File: config.mk
export PLATFORM = sky130hd
export DESIGN_NAME = clock_calendar_tick
export DESIGN_NICKNAME = d
export VERILOG_FILES = /design/src/rtl/cct_pkg.sv /design/src/rtl/clock_calendar_tick.sv /design/src/rtl/cct_calc.sv
export SDC_FILE = /design/constraint.sdc
export NUM_CORES = 1
export LEC_CHECK = 0
export BUFFER_PORTS_ARGS = -buffer_cell sky130_fd_sc_hd__buf_2
export CAP_MARGIN = 20
export CORE_AREA = 2 2 168 170
export DETAILED_ROUTE_END_ITERATION = 10
export DIE_AREA = 0 0 170 172
export HOLD_SLACK_MARGIN = 0.08
export PLACE_DENSITY_LB_ADDON = 0.2
export SLEW_MARGIN = 40
export SYNTH_ARGS = -nofsm -noshare
export SYNTH_HDL_FRONTEND = slang
export SYNTH_SLANG_ARGS = --single-unit
File: constraint.sdc
create_clock -name clock -period 7.3 [get_ports clock]
set_clock_uncertainty 0.1 [all_clocks]
set_input_delay 1.095 -clock clock [delete_from_list [all_inputs] [get_ports clock]]
set_output_delay 1.095 -clock clock [all_outputs]
set_load 0.01 [all_outputs]
File: src/rtl/cct_pkg.sv
// cct_pkg: shared types, constants and calendar helpers for the clock calendar
// depends on nothing; imported by cct_calc, clock_calendar_tick and cct_checker
package cct_pkg;

   // last legal value of each wrapping counter
   localparam logic [5:0] SecLast   = 6'd59;
   localparam logic [5:0] MinLast   = 6'd59;
   localparam logic [4:0] HourLast  = 5'd23;
   localparam logic [3:0] MonthLast = 4'd12;
   localparam logic [3:0] MonthFirst = 4'd1;
   localparam logic [4:0] DayFirst  = 5'd1;

   // divisibility by 25: multiply by the inverse of 25 mod 2^16 and compare
   localparam logic [15:0] Inv25    = 16'h5C29;
   localparam logic [15:0] Div25Max = 16'd2621;

   localparam logic FuncTick = 1'b0;
   localparam logic FuncSet  = 1'b1;

   typedef enum logic [2:0] {
      ST_OK         = 3'd0,
      ST_BAD_HOUR   = 3'd1,
      ST_BAD_MINUTE = 3'd2,
      ST_BAD_SECOND = 3'd3,
      ST_BAD_MONTH  = 3'd4,
      ST_BAD_DAY    = 3'd5
   } status_type;

   typedef struct packed {
      logic [15:0] year;
      logic [3:0]  month;
      logic [4:0]  day;
      logic [4:0]  hour;
      logic [5:0]  minute;
      logic [5:0]  second;
   } cal_type;

   typedef struct packed {
      logic        func;
      logic [3:0]  set_month;
      logic [4:0]  set_day;
      logic [15:0] set_year;
      logic [4:0]  set_hour;
      logic [5:0]  set_minute;
      logic [5:0]  set_second;
   } req_type;

   localparam cal_type CalReset = '{
      year:   16'd2000,
      month:  4'd1,
      day:    5'd1,
      hour:   5'd0,
      minute: 6'd0,
      second: 6'd0
   };

   // divisible by 400, or by 4 and not by 100
   function automatic logic is_leap(input logic [15:0] y);
      logic [31:0] prod;
      logic        div25;
      prod  = y * Inv25;
      div25 = (prod[15:0] <= Div25Max);
      return ((y[3:0] == 4'd0) && div25) || ((y[1:0] == 2'd0) && !div25);
   endfunction

   function automatic logic [4:0] days_in(input logic [3:0] month, input logic leap);
      logic [4:0] len;
      case (month)
         4'd1, 4'd3, 4'd5, 4'd7, 4'd8, 4'd10, 4'd12: len = 5'd31;
         4'd4, 4'd6, 4'd9, 4'd11:                    len = 5'd30;
         4'd2:                                       len = leap ? 5'd29 : 5'd28;
         default:                                    len = 5'd0;
      endcase
      return len;
   endfunction

endpackage

File: src/rtl/clock_calendar_tick.sv
// clock_calendar_tick: real-time clock with a Gregorian calendar, top level
// depends on cct_pkg and cct_calc
//
// Usage
//   req_ channel: one beat is either a one-second tick (req_func = 0) or a
//   set command (req_func = 1) carrying month, day, year, hour, minute and
//   second. A set is checked hour, minute, second, month, day; if all pass
//   the fields are loaded, otherwise the time is kept and rsp_status names
//   the first bad field.
//   rsp_ channel: exactly one beat per request, showing the clock after that
//   request and its status (always ok for a tick).
//   Requests pass the input register, then the state/response register.
//   Throughput: one request per cycle while rsp_ready is high; the whole
//   update is one pass through the carry chain and two 16-bit leap checks
//   (a multiply by the inverse of 25 each) between the input register and
//   the state/response register.
//   Reset: synchronous, clears both valid flags and loads 00:00:00 on
//   1 January 2000.
//   Stall: while rsp_ready is low the response holds; one further request
//   waits in the input register, then req_ready drops.
module clock_calendar_tick (
   input  logic        clock,
   input  logic        reset,
   input  logic        req_valid,
   output logic        req_ready,
   input  logic        req_func,
   input  logic [3:0]  req_set_month,
   input  logic [4:0]  req_set_day,
   input  logic [15:0] req_set_year,
   input  logic [4:0]  req_set_hour,
   input  logic [5:0]  req_set_minute,
   input  logic [5:0]  req_set_second,
   output logic        rsp_valid,
   input  logic        rsp_ready,
   output logic [3:0]  rsp_cur_month,
   output logic [4:0]  rsp_cur_day,
   output logic [15:0] rsp_cur_year,
   output logic [4:0]  rsp_cur_hour,
   output logic [5:0]  rsp_cur_minute,
   output logic [5:0]  rsp_cur_second,
   output logic [2:0]  rsp_status
);
   import cct_pkg::*;

   req_type    req_ff,       req_in;
   logic       req_vld_ff,   req_vld_in;
   cal_type    cal_ff,       cal_in;
   status_type status_ff,    status_in;
   logic       rsp_vld_ff,   rsp_vld_in;
   cal_type    calc_nxt;
   status_type calc_status;
   logic       req_take;
   logic       step;

   assign step      = req_vld_ff && (!rsp_vld_ff || rsp_ready);
   assign req_ready = !req_vld_ff || step;
   assign req_take  = req_valid && req_ready;

   always_comb begin
      req_in = req_take ? req_type'{
         func:       req_func,
         set_month:  req_set_month,
         set_day:    req_set_day,
         set_year:   req_set_year,
         set_hour:   req_set_hour,
         set_minute: req_set_minute,
         set_second: req_set_second
      } : req_ff;
      req_vld_in = req_take ? 1'b1 : (step ? 1'b0 : req_vld_ff);
      cal_in     = step ? calc_nxt : cal_ff;
      status_in  = step ? calc_status : status_ff;
      rsp_vld_in = step ? 1'b1 : (rsp_ready ? 1'b0 : rsp_vld_ff);
   end

   cct_calc u_calc (
      .cur    (cal_ff),
      .req    (req_ff),
      .nxt    (calc_nxt),
      .status (calc_status)
   );

   always_ff @(posedge clock) begin
      req_ff    <= req_in;
      status_ff <= status_in;
      if (reset) begin
         req_vld_ff <= 1'b0;
         rsp_vld_ff <= 1'b0;
         cal_ff     <= CalReset;
      end else begin
         req_vld_ff <= req_vld_in;
         rsp_vld_ff <= rsp_vld_in;
         cal_ff     <= cal_in;
      end
   end

   // the response beat shows the state left by the last step
   assign rsp_valid      = rsp_vld_ff;
   assign rsp_cur_month  = cal_ff.month;
   assign rsp_cur_day    = cal_ff.day;
   assign rsp_cur_year   = cal_ff.year;
   assign rsp_cur_hour   = cal_ff.hour;
   assign rsp_cur_minute = cal_ff.minute;
   assign rsp_cur_second = cal_ff.second;
   assign rsp_status     = status_ff;

endmodule

File: src/rtl/cct_calc.sv
// cct_calc: next calendar state and status for one tick or set beat
// depends on cct_pkg (types, leap rule, month lengths)
module cct_calc (
   input  cct_pkg::cal_type    cur,
   input  cct_pkg::req_type    req,
   output cct_pkg::cal_type    nxt,
   output cct_pkg::status_type status
);
   import cct_pkg::*;

   cal_type    tick_cal;
   logic       sec_wrap;
   logic       min_wrap;
   logic       hour_wrap;
   logic       day_wrap;
   logic       month_wrap;
   logic [4:0] cur_len;
   logic [4:0] set_len;
   status_type chk;

   // tick: cascaded carries from seconds up to the year
   always_comb begin
      cur_len    = days_in(cur.month, is_leap(cur.year));
      sec_wrap   = (cur.second >= SecLast);
      min_wrap   = (cur.minute >= MinLast);
      hour_wrap  = (cur.hour >= HourLast);
      day_wrap   = (cur.day >= cur_len);
      month_wrap = (cur.month >= MonthLast);

      tick_cal = cur;
      tick_cal.second = sec_wrap ? 6'd0 : cur.second + 6'd1;
      if (sec_wrap) begin
         tick_cal.minute = min_wrap ? 6'd0 : cur.minute + 6'd1;
         if (min_wrap) begin
            tick_cal.hour = hour_wrap ? 5'd0 : cur.hour + 5'd1;
            if (hour_wrap) begin
               if (day_wrap) begin
                  tick_cal.day = DayFirst;
                  if (month_wrap) begin
                     tick_cal.month = MonthFirst;
                     tick_cal.year  = cur.year + 16'd1;
                  end else begin
                     tick_cal.month = cur.month + 4'd1;
                  end
               end else begin
                  tick_cal.day = cur.day + 5'd1;
               end
            end
         end
      end
   end

   // set: first failing check wins
   always_comb begin
      set_len = days_in(req.set_month, is_leap(req.set_year));
      if (req.set_hour > HourLast) begin
         chk = ST_BAD_HOUR;
      end else if (req.set_minute > MinLast) begin
         chk = ST_BAD_MINUTE;
      end else if (req.set_second > SecLast) begin
         chk = ST_BAD_SECOND;
      end else if (req.set_month < MonthFirst || req.set_month > MonthLast) begin
         chk = ST_BAD_MONTH;
      end else if (req.set_day < DayFirst || req.set_day > set_len) begin
         chk = ST_BAD_DAY;
      end else begin
         chk = ST_OK;
      end
   end

   always_comb begin
      if (req.func == FuncTick) begin
         nxt    = tick_cal;
         status = ST_OK;
      end else begin
         status = chk;
         if (chk == ST_OK) begin
            nxt = '{
               year:   req.set_year,
               month:  req.set_month,
               day:    req.set_day,
               hour:   req.set_hour,
               minute: req.set_minute,
               second: req.set_second
            };
         end else begin
            nxt = cur;
         end
      end
   end

endmodule

==> results of run 1 <==
how the worst max path moves through the flow:
stage               slack (ps)                    startpoint  cells past startpoint                            to
floorplan                 1300  rsp_cur_year[8]$_SDFFE_PP1P_                     27   rsp_cur_day[1]$_SDFFE_PP0P_
global placement           740          req_ff[25]$_DFFE_PP_                     22  rsp_cur_year[0]$_SDFFE_PP0P_
detailed placement         730          req_ff[25]$_DFFE_PP_                     22  rsp_cur_year[0]$_SDFFE_PP0P_
CTS                        690          req_ff[25]$_DFFE_PP_                     22  rsp_cur_year[0]$_SDFFE_PP0P_
global route               340          req_ff[25]$_DFFE_PP_                     22  rsp_cur_year[0]$_SDFFE_PP0P_
finish                     740          req_ff[25]$_DFFE_PP_                     22  rsp_cur_year[0]$_SDFFE_PP0P_
flip-flops by register name (all words and copies together) (netlist names):
signal / count
req_ff: 43
rsp_cur_year: 16
rsp_cur_minute: 6
rsp_cur_second: 6
rsp_cur_day: 5
rsp_cur_hour: 5
rsp_cur_month: 4
rsp_status: 3
req_vld_ff: 1
rsp_valid: 1
through the flow:
stage	setup slack (ps)	cells	util, %	cell area [um^2]
detailed placement	727	1275	32.6	8950
global placement	737	1275	32.6	8940
global route	341	1291	33.6	9240
floorplan	1300	851	-	8080
CTS	695	1291	33.6	9240
finish	741	1291	33.6	9240
layout by cell type, fill, tap and decap left out, types with 3 or more instances in the layout:
cell type and instances:
o21ai_0 31, a21o_1 12, ha_1 145, nor2_1 40, nand2b_1 3, o21a_1 7
xor2_1 8, o31a_1 3, inv_1 136, mux2i_1 6, edfxtp_1 46, nor3_1 25
nand4_1 7, a21oi_1 47, xnor2_1 31, buf_2 92, a31oi_1 11, nand3_1 21
a211o_1 3, a32oi_1 5, a311oi_1 9, nor4_1 3, nor2b_1 7, or3_1 4
o211ai_1 7, and3_1 3, nand2_1 34, dfxtp_1 44, a211oi_1 9, clkbuf_16 9
or4_1 4, fa_1 36, o311ai_0 8, buf_4 13, a22oi_1 11, o31ai_1 14
cell type report:
type                    instances  share of cell area [%]
clock buffers                  10                    2.59
well taps                     346                    4.68
multi-input cells             598                    56.1
flip-flops and latches         90                    24.5
inverters                     136                    5.52
clock inverters                 6                   0.623
repair buffers                105                    6.04
metal layers:
layer | part of all wire (%) | wire, um
met2 | 45 | 9750
met3 | 4.8 | 1030
met5 | 0 | 0
met4 | 0.99 | 212
met1 | 49 | 10500
worst reg2reg max path: stages, from the launching register on:
cell and delay (ps):
edfxtp_1 510, ha_1 330, inv_1 50, fa_1 520, inv_1 60, ha_1 290
ha_1 320, fa_1 490, ha_1 320, ha_1 350, o211a_1 190, o41a_1 420
o21a_1 190, nor2_1 110, xnor2_1 140, o31a_1 180, ha_1 140, nor2_1 40
a211oi_1 320, o21ai_0 210, o21ai_2 500, nand2_2 330, a32o_1 350
where the power goes:
group	internal [mW]	leakage [nW]	switching [mW]	total, mW
Sequential	0.555	0.805	0.0277	0.583
Combinational	0.258	3.30	0.305	0.563
Clock	0.249	0.147	0.224	0.473
Total	1.06	4.25	0.557	1.62
cell families (layout without fill, tap and decap cells):
group	after synthesis	after routing
AO/OA/AOI/OAI	201	201
adder cells (fa/ha/maj)	181	181
AND/OR/NAND/NOR	170	170
buffers and inverters	163	257
flip-flops	90	90
XOR/XNOR	39	39
multiplexers	7	7
==> flow_metrics.py, run 1 <==
metrics = {
    "outcome": {
        "outcome": "finished, final reports clean",
    },
    "floorplan": {
        "fp-row-count": 61,
        "die_h_um": 172,
        "dieWidth_um": 170,
        "dieArea_um2": 29200,
        "initial_core_util_pct": 29.4,
        "top_level_ports": 94,
        "core_um2": 27500,
    },
    "sta": {
        "hold_viol": 0,
        "post-route-period-util_pct": 89.8,
        "worst_slew_pin_slew_ps": 796,
        "maxSlewViolCount": 0,
        "finalSetupViolCount": 0,
        "timing.fmax_ghz": 0.152,
        "maxSlewHeadroom_pct": 46.9,
        "hold_ws_ps": 419,
        "rsz0062_at_grt": "no",
        "timing.final.crit_period_ps": 6560,
        "setup_tns_ps": 0,
    },
    "worst_setup_path": {
        "cp.buffers_inverters": 2,
        "start_kind": "register",
        "arrival_ps": 6700,
        "r2r_start": "req_ff[25]$_DFFE_PP_",
        "reg2regPathDepth": 22,
        "path_max_fanout": 12,
        "cp_common_cell": "ha_1",
        "worst_path_max_delay_cell": "fa_1",
        "r2r_end": "rsp_cur_year[0]$_SDFFE_PP0P_",
        "cp.required_ps": 7450,
        "critPathCaptureType": "register",
        "crit_type": "register to register",
        "cpLargestDelayFamily": "adder cells",
        "cp_cell_sequence": "ha_1 -> inv_1 -> fa_1 -> inv_1 -> ha_1 -> ha_1 -> fa_1 -> ha_1 -> ha_1 -> o211a_1 -> o41a_1 -> o21a_1 -> nor2_1 -> xnor2_1 -> o31a_1 -> ha_1 -> nor2_1 -> a211oi_1 -> o21ai_0 -> o21ai_2 -> nand2_2 -> a32o_1",
        "cpPeakStageDelay_ps": 520,
        "reg2reg_slack_ps": 740,
    },
    "synthesis": {
        "synth_compound_area_share_pct": 17.0,
        "yosys.area.top_type": "ha_1",
        "synth.net_count": 1079,
        "synth_area_leaders": "ha_1, edfxtp_1, dfxtp_1",
        "post_synth.cell_area_avg_um2": 9.49,
        "synthMuxAreaShare_pct": 0.883,
        "ys_ff_latch": 90,
        "yosys.area.top_type_share_pct": 22.5,
        "ys_warn_count": 0,
        "synthAdderAreaFrac_pct": 31.4,
        "synth_flop_cell": "edfxtp_1",
        "ys_seq_area_share_pct": 28.0,
        "synth_xor_area_share_pct": 4.23,
        "async_flop_share_pct": 0,
        "synthCells": 851,
        "synth_common_cells": "ha_1, inv_1, a21oi_1",
        "synth_area_um2": 8080,
        "synth-edff-count": 46,
        "yosys.area_share.simple_pct": 10.6,
        "yosys.cell_types.count": 69,
        "yosysMostFrequentCell": "ha_1",
        "synth_top_family_by_area": "adder cells",
    },
    "worst_hold_path": {
        "worstHoldStart": "req_vld_ff$_SDFFE_PP0P_",
        "min_to": "rsp_valid$_SDFFE_PP0P_",
        "hold_path.class": "register to register",
        "whs_path_depth": 2,
    },
    "clock_tree": {
        "cts_root_buf": "clkbuf_16",
        "htreeDepth": 3,
        "tritoncts": "done",
        "clock_latency_ps": 350,
        "cts_buffers": 9,
        "cts_num_sinks": 90,
        "cts_hold_buf": 0,
        "post_cts_resized": 0,
        "cts.path.max_buffers": 2,
        "post_cts_buffers": 0,
        "clk_pin_slew_ps": 80,
    },
    "global_routing": {
        "use_met2_pct": 25.0,
        "grt_max_degree": 72,
        "use_met3_pct": 3.00,
        "grt_antenna_before_repair": 0,
        "grt-ovfl-total": 0,
        "met1_usage_pct": 20.7,
        "grt_pass1_wl_mm": 34.6,
        "grt.busiest_layer": "met2",
        "grt_use_total_pct": 15.2,
        "grt_pass1_vias": 6376,
    },
    "finish": {
        "nNetsFinal": 1168,
        "nFillCells": 2898,
        "syn2layout_area_growth_pct": 14.4,
        "seq_area_um2": 2260,
        "final_layout_size_suffix_gt1_share_pct": 14.3,
        "antennaDiodeCount": 0,
        "multi_input_area_um2": 5180,
    },
    "route": {
        "vias": 6432,
        "drc": 0,
        "wl_per_cell_um": 16.6,
        "drt_iter0_drc": 275,
        "finalWirelength_mm": 21.5,
        "dr.pass1.iters": 5,
        "ant_nets": 0,
        "via_per_inst": 4.98,
    },
    "placement": {
        "place_congestion": 0.798,
        "dp_hpwl_mm": 17.0,
        "portBuffers": 93,
    },
    "pwr": {
        "power-per-cell-area_nw_per_um2": 175,
        "ir_drop_mv": 0.0963,
        "power_mw": 1.62,
        "p_leak_nw": 4.25,
    },
    "job": {
        "maxCapViolCount": 0,
    },
}
(Power assumes the default switching activity.)
==> inputs of run 2 (changes only) <==
--- a/config.mk
+++ b/config.mk
@@ -7,9 +7,9 @@
 export LEC_CHECK = 0
 export BUFFER_PORTS_ARGS = -buffer_cell sky130_fd_sc_hd__buf_2
 export CAP_MARGIN = 20
-export CORE_AREA = 2 2 168 170
+export CORE_AREA = 2 2 120 122
 export DETAILED_ROUTE_END_ITERATION = 10
-export DIE_AREA = 0 0 170 172
+export DIE_AREA = 0 0 122 124
 export HOLD_SLACK_MARGIN = 0.08
 export PLACE_DENSITY_LB_ADDON = 0.2
 export SLEW_MARGIN = 40
==> run 2 against run 1 <==
Compared with the run above:
- utilization grew 32 points
- global-route usage grew 11 points
- via count grew 2.4%
- die area shrank 48%
- register-to-register slack lost 130 ps
- critical endpoint is now rsp_cur_year[1]$_SDFFE_PP0P_
- largest cell class unchanged
==> flow_metrics.py, run 2 (synthesized netlist as in run 1, its figures left out) <==
metrics = {
    "pwr": {
        "ir_drop_mv": 0.131,
        "power-per-cell-area_nw_per_um2": 180,
        "power_mw": 1.62,
        "p_leak_nw": 4.23,
    },
    "route": {
        "wl_per_cell_um": 17.0,
        "drc": 0,
        "drt_iter0_drc": 498,
        "ant_nets": 0,
        "vias": 6584,
        "via_per_inst": 5.87,
        "dr.pass1.iters": 5,
        "finalWirelength_mm": 19.1,
    },
    "worst_setup_path": {
        "crit_type": "register to register",
        "cp_cell_sequence": "ha_1 -> inv_1 -> fa_1 -> inv_1 -> ha_1 -> ha_1 -> fa_1 -> ha_1 -> ha_1 -> o211a_1 -> o41a_1 -> o21a_1 -> nor2_1 -> xnor2_1 -> o31a_1 -> ha_1 -> nor2_1 -> a211oi_1 -> o21ai_0 -> o21a_1 -> buf_4 -> a2111oi_0 -> a211oi_1",
        "path_max_fanout": 16,
        "critPathCaptureType": "register",
        "cp_common_cell": "ha_1",
        "r2r_end": "rsp_cur_year[1]$_SDFFE_PP0P_",
        "start_kind": "register",
        "reg2reg_slack_ps": 610,
        "cpPeakStageDelay_ps": 520,
        "cp.required_ps": 7420,
        "worst_path_max_delay_cell": "edfxtp_1",
        "reg2regPathDepth": 23,
        "r2r_start": "req_ff[25]$_DFFE_PP_",
        "arrival_ps": 6810,
    },
    "finish": {
        "multi_input_area_um2": 5180,
        "syn2layout_area_growth_pct": 11.5,
        "final_layout_size_suffix_gt1_share_pct": 13.9,
        "nFillCells": 1164,
        "largest_reg_flops": 43,
        "largest_register": "req_ff",
        "final_cell_mix": "ha_1, inv_1, buf_2",
        "nNetsFinal": 1165,
        "final_common_cell": "ha_1",
        "seq_area_um2": 2260,
        "antennaDiodeCount": 0,
    },
    "sta": {
        "maxSlewViolCount": 0,
        "timing.fmax_ghz": 0.149,
        "worst_slew_pin_slew_ps": 733,
        "finalSetupViolCount": 0,
        "post-route-period-util_pct": 91.7,
        "timing.final.crit_period_ps": 6690,
        "rsz0062_at_grt": "no",
        "maxSlewHeadroom_pct": 50.9,
        "setup_tns_ps": 0,
        "hold_viol": 0,
    },
    "global_routing": {
        "grt_use_total_pct": 26.6,
        "grt_pass1_vias": 6505,
        "grt-ovfl-total": 0,
        "grt_antenna_before_repair": 0,
        "grt_pass1_wl_mm": 31.8,
        "grt_max_degree": 90,
    },
    "clock_tree": {
        "cts_buffers": 9,
        "clk_pin_slew_ps": 70,
        "htreeDepth": 3,
        "post_cts_resized": 0,
        "tritoncts": "done",
        "clock_latency_ps": 350,
        "cts.path.max_buffers": 2,
        "cts_hold_buf": 0,
        "cts_root_buf": "clkbuf_16",
        "post_cts_buffers": 0,
        "cts_num_sinks": 90,
    },
    "floorplan": {
        "initial_core_util_pct": 58.9,
        "dieArea_um2": 15100,
        "fp-row-count": 43,
        "core_um2": 13700,
        "dieWidth_um": 122,
        "die_h_um": 124,
        "top_level_ports": 94,
    },
    "worst_hold_path": {
        "min_to": "rsp_valid$_SDFFE_PP0P_",
        "hold_path.class": "register to register",
        "worstHoldStart": "req_vld_ff$_SDFFE_PP0P_",
        "whs_path_depth": 2,
    },
    "placement": {
        "dp_hpwl_mm": 14.7,
        "place_congestion": 0.920,
        "portBuffers": 93,
    },
    "job": {
        "maxCapViolCount": 0,
    },
    "outcome": {
        "outcome": "finished, final reports clean",
    },
}
[run 2: layout make-up]
cell class,instances,area share (%)
Multi-Input combinational cell,598,57.5
Inverter,136,5.67
Clock inverter,7,0.681
Clock buffer,9,2.50
Timing Repair Buffer,102,5.99
Tap cell,180,2.50
Sequential cell,90,25.1
[run 2: report_power, final]
part / total, mW / leakage, nW / switching [mW] / internal (mW)
Combinational: 0.577 / 3.28 / 0.315 / 0.261
Sequential: 0.580 / 0.805 / 0.0247 / 0.555
Clock: 0.461 / 0.142 / 0.223 / 0.238
[run 2: routing by layer]
metal | part of all wire [%] | up-vias | wire length, um | track usage [%]
met5 | 0 | - | 0 | 0
met3 | 5.6 | 39 | 1060 | 4.26
met4 | 2.0 | 0 | 382 | 8.55
met2 | 48 | 216 | 9150 | 46.1
met1 | 44 | 3107 | 8460 | 34.2
li1 | - | 3222 | - | -
[run 2: critical path, delay by kind of cell, from the launching register on]
family / cells / cell delay [ps]
compound gates: 9 / 2470
xor+xnor: 1 / 170
fa+ha+maj: 8 / 2770
buf+inv: 3 / 370
flops: 1 / 520
simple gates: 2 / 160
[run 2: worst max path at each step]
stage                                       startpoint                      endpoint  depth (start not counted)
after floorplan           rsp_cur_year[8]$_SDFFE_PP1P_   rsp_cur_day[1]$_SDFFE_PP0P_                         27
after global placement            req_ff[19]$_DFFE_PP_  rsp_cur_hour[2]$_SDFFE_PP0P_                         24
after detailed placement          req_ff[25]$_DFFE_PP_  rsp_cur_year[1]$_SDFFE_PP0P_                         23
after CTS                         req_ff[25]$_DFFE_PP_  rsp_cur_year[1]$_SDFFE_PP0P_                         23
after global routing              req_ff[19]$_DFFE_PP_  rsp_cur_year[1]$_SDFFE_PP0P_                         23
final                             req_ff[25]$_DFFE_PP_  rsp_cur_year[1]$_SDFFE_PP0P_                         23
[run 2: metrics by stage]
stage               setup WS (ps)  hold slack, ps  std cells  utilization (%)  cell area, um^2
floorplan                    1300             377        851                -             8080
global placement              797             400       1106             63.5             8710
global route                  267             457       1122             65.7             9010
CTS                           689             414       1122             65.6             9000
detailed placement            745             402       1106             63.5             8710
finish                        608             416       1122             65.7             9010
==> inputs of run 3 (changes only) <==
--- a/config.mk
+++ b/config.mk
@@ -7,12 +7,11 @@
 export LEC_CHECK = 0
 export BUFFER_PORTS_ARGS = -buffer_cell sky130_fd_sc_hd__buf_2
 export CAP_MARGIN = 20
-export CORE_AREA = 2 2 120 122
+export CORE_AREA = 8 8 126 128
 export DETAILED_ROUTE_END_ITERATION = 10
-export DIE_AREA = 0 0 122 124
+export DIE_AREA = 0 0 134 136
 export HOLD_SLACK_MARGIN = 0.08
 export PLACE_DENSITY_LB_ADDON = 0.2
-export SLEW_MARGIN = 40
 export SYNTH_ARGS = -nofsm -noshare
 export SYNTH_HDL_FRONTEND = slang
 export SYNTH_SLANG_ARGS = --single-unit
==> constraint.sdc (replaced) <==
create_clock -name clock -period 7.7 [get_ports clock]
set_clock_uncertainty 0.1 [all_clocks]
set_input_delay 1.155 -clock clock [delete_from_list [all_inputs] [get_ports clock]]
set_output_delay 1.155 -clock clock [all_outputs]
set_load 0.01 [all_outputs]
==> run 3 against run 2 <==
Compared with the run above:
- utilization fell by 1.5 points
- clock-buffer cell count did not move
- global-route usage fell by 4.4 points
- setup slack better by 430 ps
- first-iteration DRC count up 15%
- cell count hardly changed
- critical path depth shrank 1
- largest power group unchanged
==> flow_metrics.py, run 3 (synthesized netlist as in run 1, its figures left out) <==
metrics = {
    "route": {
        "vias": 6622,
        "drc": 0,
        "ant_nets": 0,
        "wl_per_cell_um": 17.4,
        "via_per_inst": 5.90,
        "drt_iter0_drc": 574,
        "dr.pass1.iters": 6,
        "finalWirelength_mm": 19.5,
    },
    "floorplan": {
        "core_um2": 14000,
        "fp-row-count": 44,
        "die_h_um": 136,
        "dieArea_um2": 18200,
        "initial_core_util_pct": 57.5,
        "dieWidth_um": 134,
        "top_level_ports": 94,
    },
    "clock_tree": {
        "tritoncts": "done",
        "cts_hold_buf": 0,
        "cts_buffers": 9,
        "cts.path.max_buffers": 2,
        "post_cts_resized": 0,
        "cts_root_buf": "clkbuf_16",
        "htreeDepth": 3,
        "cts_num_sinks": 90,
        "clk_pin_slew_ps": 80,
        "post_cts_buffers": 0,
        "clock_latency_ps": 350,
    },
    "worst_setup_path": {
        "arrival_ps": 6800,
        "cpPeakStageDelay_ps": 870,
        "cp_cell_sequence": "ha_1 -> inv_1 -> fa_1 -> inv_1 -> ha_1 -> ha_1 -> fa_1 -> ha_1 -> ha_1 -> o211a_1 -> o41a_1 -> o21a_1 -> nor2_1 -> xnor2_1 -> o31a_1 -> ha_1 -> nor2_1 -> a211oi_1 -> o21ai_0 -> o21a_1 -> nor3_1 -> o32a_1",
        "r2r_start": "req_ff[23]$_DFFE_PP_",
        "cp_common_cell": "ha_1",
        "cp.required_ps": 7840,
        "path_max_fanout": 29,
        "cp.buffers_inverters": 2,
        "start_kind": "register",
        "cpLargestDelayFamily": "adder cells",
        "worstSetupStartpoint": "req_ff[23]$_DFFE_PP_",
        "worst_path_max_delay_cell": "o21a_1",
        "critPathCaptureType": "register",
        "crit_type": "register to register",
    },
    "pwr": {
        "p_leak_nw": 4.22,
        "ir_drop_mv": 0.105,
        "power-per-cell-area_nw_per_um2": 171,
    },
    "finish": {
        "syn2layout_area_growth_pct": 11.4,
        "final_layout_size_suffix_gt1_share_pct": 13.7,
        "final_cell_area_um2": 9000,
        "seq_area_um2": 2260,
        "final_cell_mix": "ha_1, inv_1, buf_2",
        "antennaDiodeCount": 0,
        "multi_input_area_um2": 5180,
        "largest_reg_flops": 43,
        "nNetsFinal": 1162,
        "largest_register": "req_ff",
        "nFillCells": 1179,
        "final_common_cell": "ha_1",
    },
    "global_routing": {
        "grt_pass1_wl_mm": 32.7,
        "grt_pass1_vias": 6668,
        "grt_max_degree": 90,
        "grt-ovfl-total": 0,
        "grt_use_total_pct": 22.2,
        "grt_antenna_before_repair": 0,
    },
    "placement": {
        "dp_hpwl_mm": 15.0,
        "place_area_um2": 8700,
        "place_congestion": 0.879,
        "portBuffers": 93,
    },
    "sta": {
        "hold_viol": 0,
        "finalSetupViolCount": 0,
        "rsz0062_at_grt": "no",
        "worst_slew_pin_slew_ps": 1040,
        "maxSlewHeadroom_pct": 30.5,
        "timing.final.crit_period_ps": 6660,
        "timing.fmax_ghz": 0.150,
        "maxSlewViolCount": 0,
        "post-route-period-util_pct": 86.5,
        "setup_tns_ps": 0,
    },
    "outcome": {
        "outcome": "finished, final reports clean",
    },
    "job": {
        "maxCapViolCount": 0,
    },
    "worst_hold_path": {
        "hold_path.class": "register to register",
        "worstHoldStart": "rsp_cur_hour[1]$_SDFFE_PP0P_",
    },
}
## run 3: final cells by class
cell class / count / share of cell area, %
flip-flops and latches: 90 / 25.1
repair buffers: 99 / 5.67
well taps: 184 / 2.56
clock inverters: 7 / 0.903
multi-input cells: 598 / 57.6
inverters: 136 / 5.67
clock buffers: 9 / 2.50
## run 3: power by group
group	switching [mW]	internal, mW
registers	0.0243	0.526
clock network	0.221	0.232
logic	0.292	0.245
## run 3: path summary, 6_finish.rpt
kind	depth (start not counted)	slack, ps	to
max reg2reg	22	1040	rsp_cur_year[10]$_SDFFE_PP1P_
max	22	1040	rsp_cur_year[10]$_SDFFE_PP1P_
min reg2reg	2	420	rsp_cur_hour[1]$_SDFFE_PP0P_
min	2	420	rsp_cur_hour[1]$_SDFFE_PP0P_
## run 3: stage by stage
step	cells	utilization (%)	setup slack [ps]	hold WS, ps	power (mW)
floorplan	851	-	1700	377	0.964
global placement	1107	61.9	1180	409	1.08
detailed placement	1107	61.9	1110	417	1.09
CTS	1123	64.1	1060	428	1.55
global route	1123	64.1	570	441	1.65
finish	1123	64.1	1040	423	1.54
## run 3: metal layers
metal,vias to the layer above,global-route usage (%),part of all wire [%]
met1,3118,27.8,44
met3,38,4.80,6.6
met5,-,0,0
met4,0,7.11,2.2
met2,260,37.4,47
li1,3206,-,-
## run 3: tightest hold or removal path, delay by kind of cell (launching register included)
kind | cells | cell delay, ps
flip-flops | 1 | 350
AND/OR/NAND/NOR | 1 | 70
AO/OA/AOI/OAI | 1 | 60
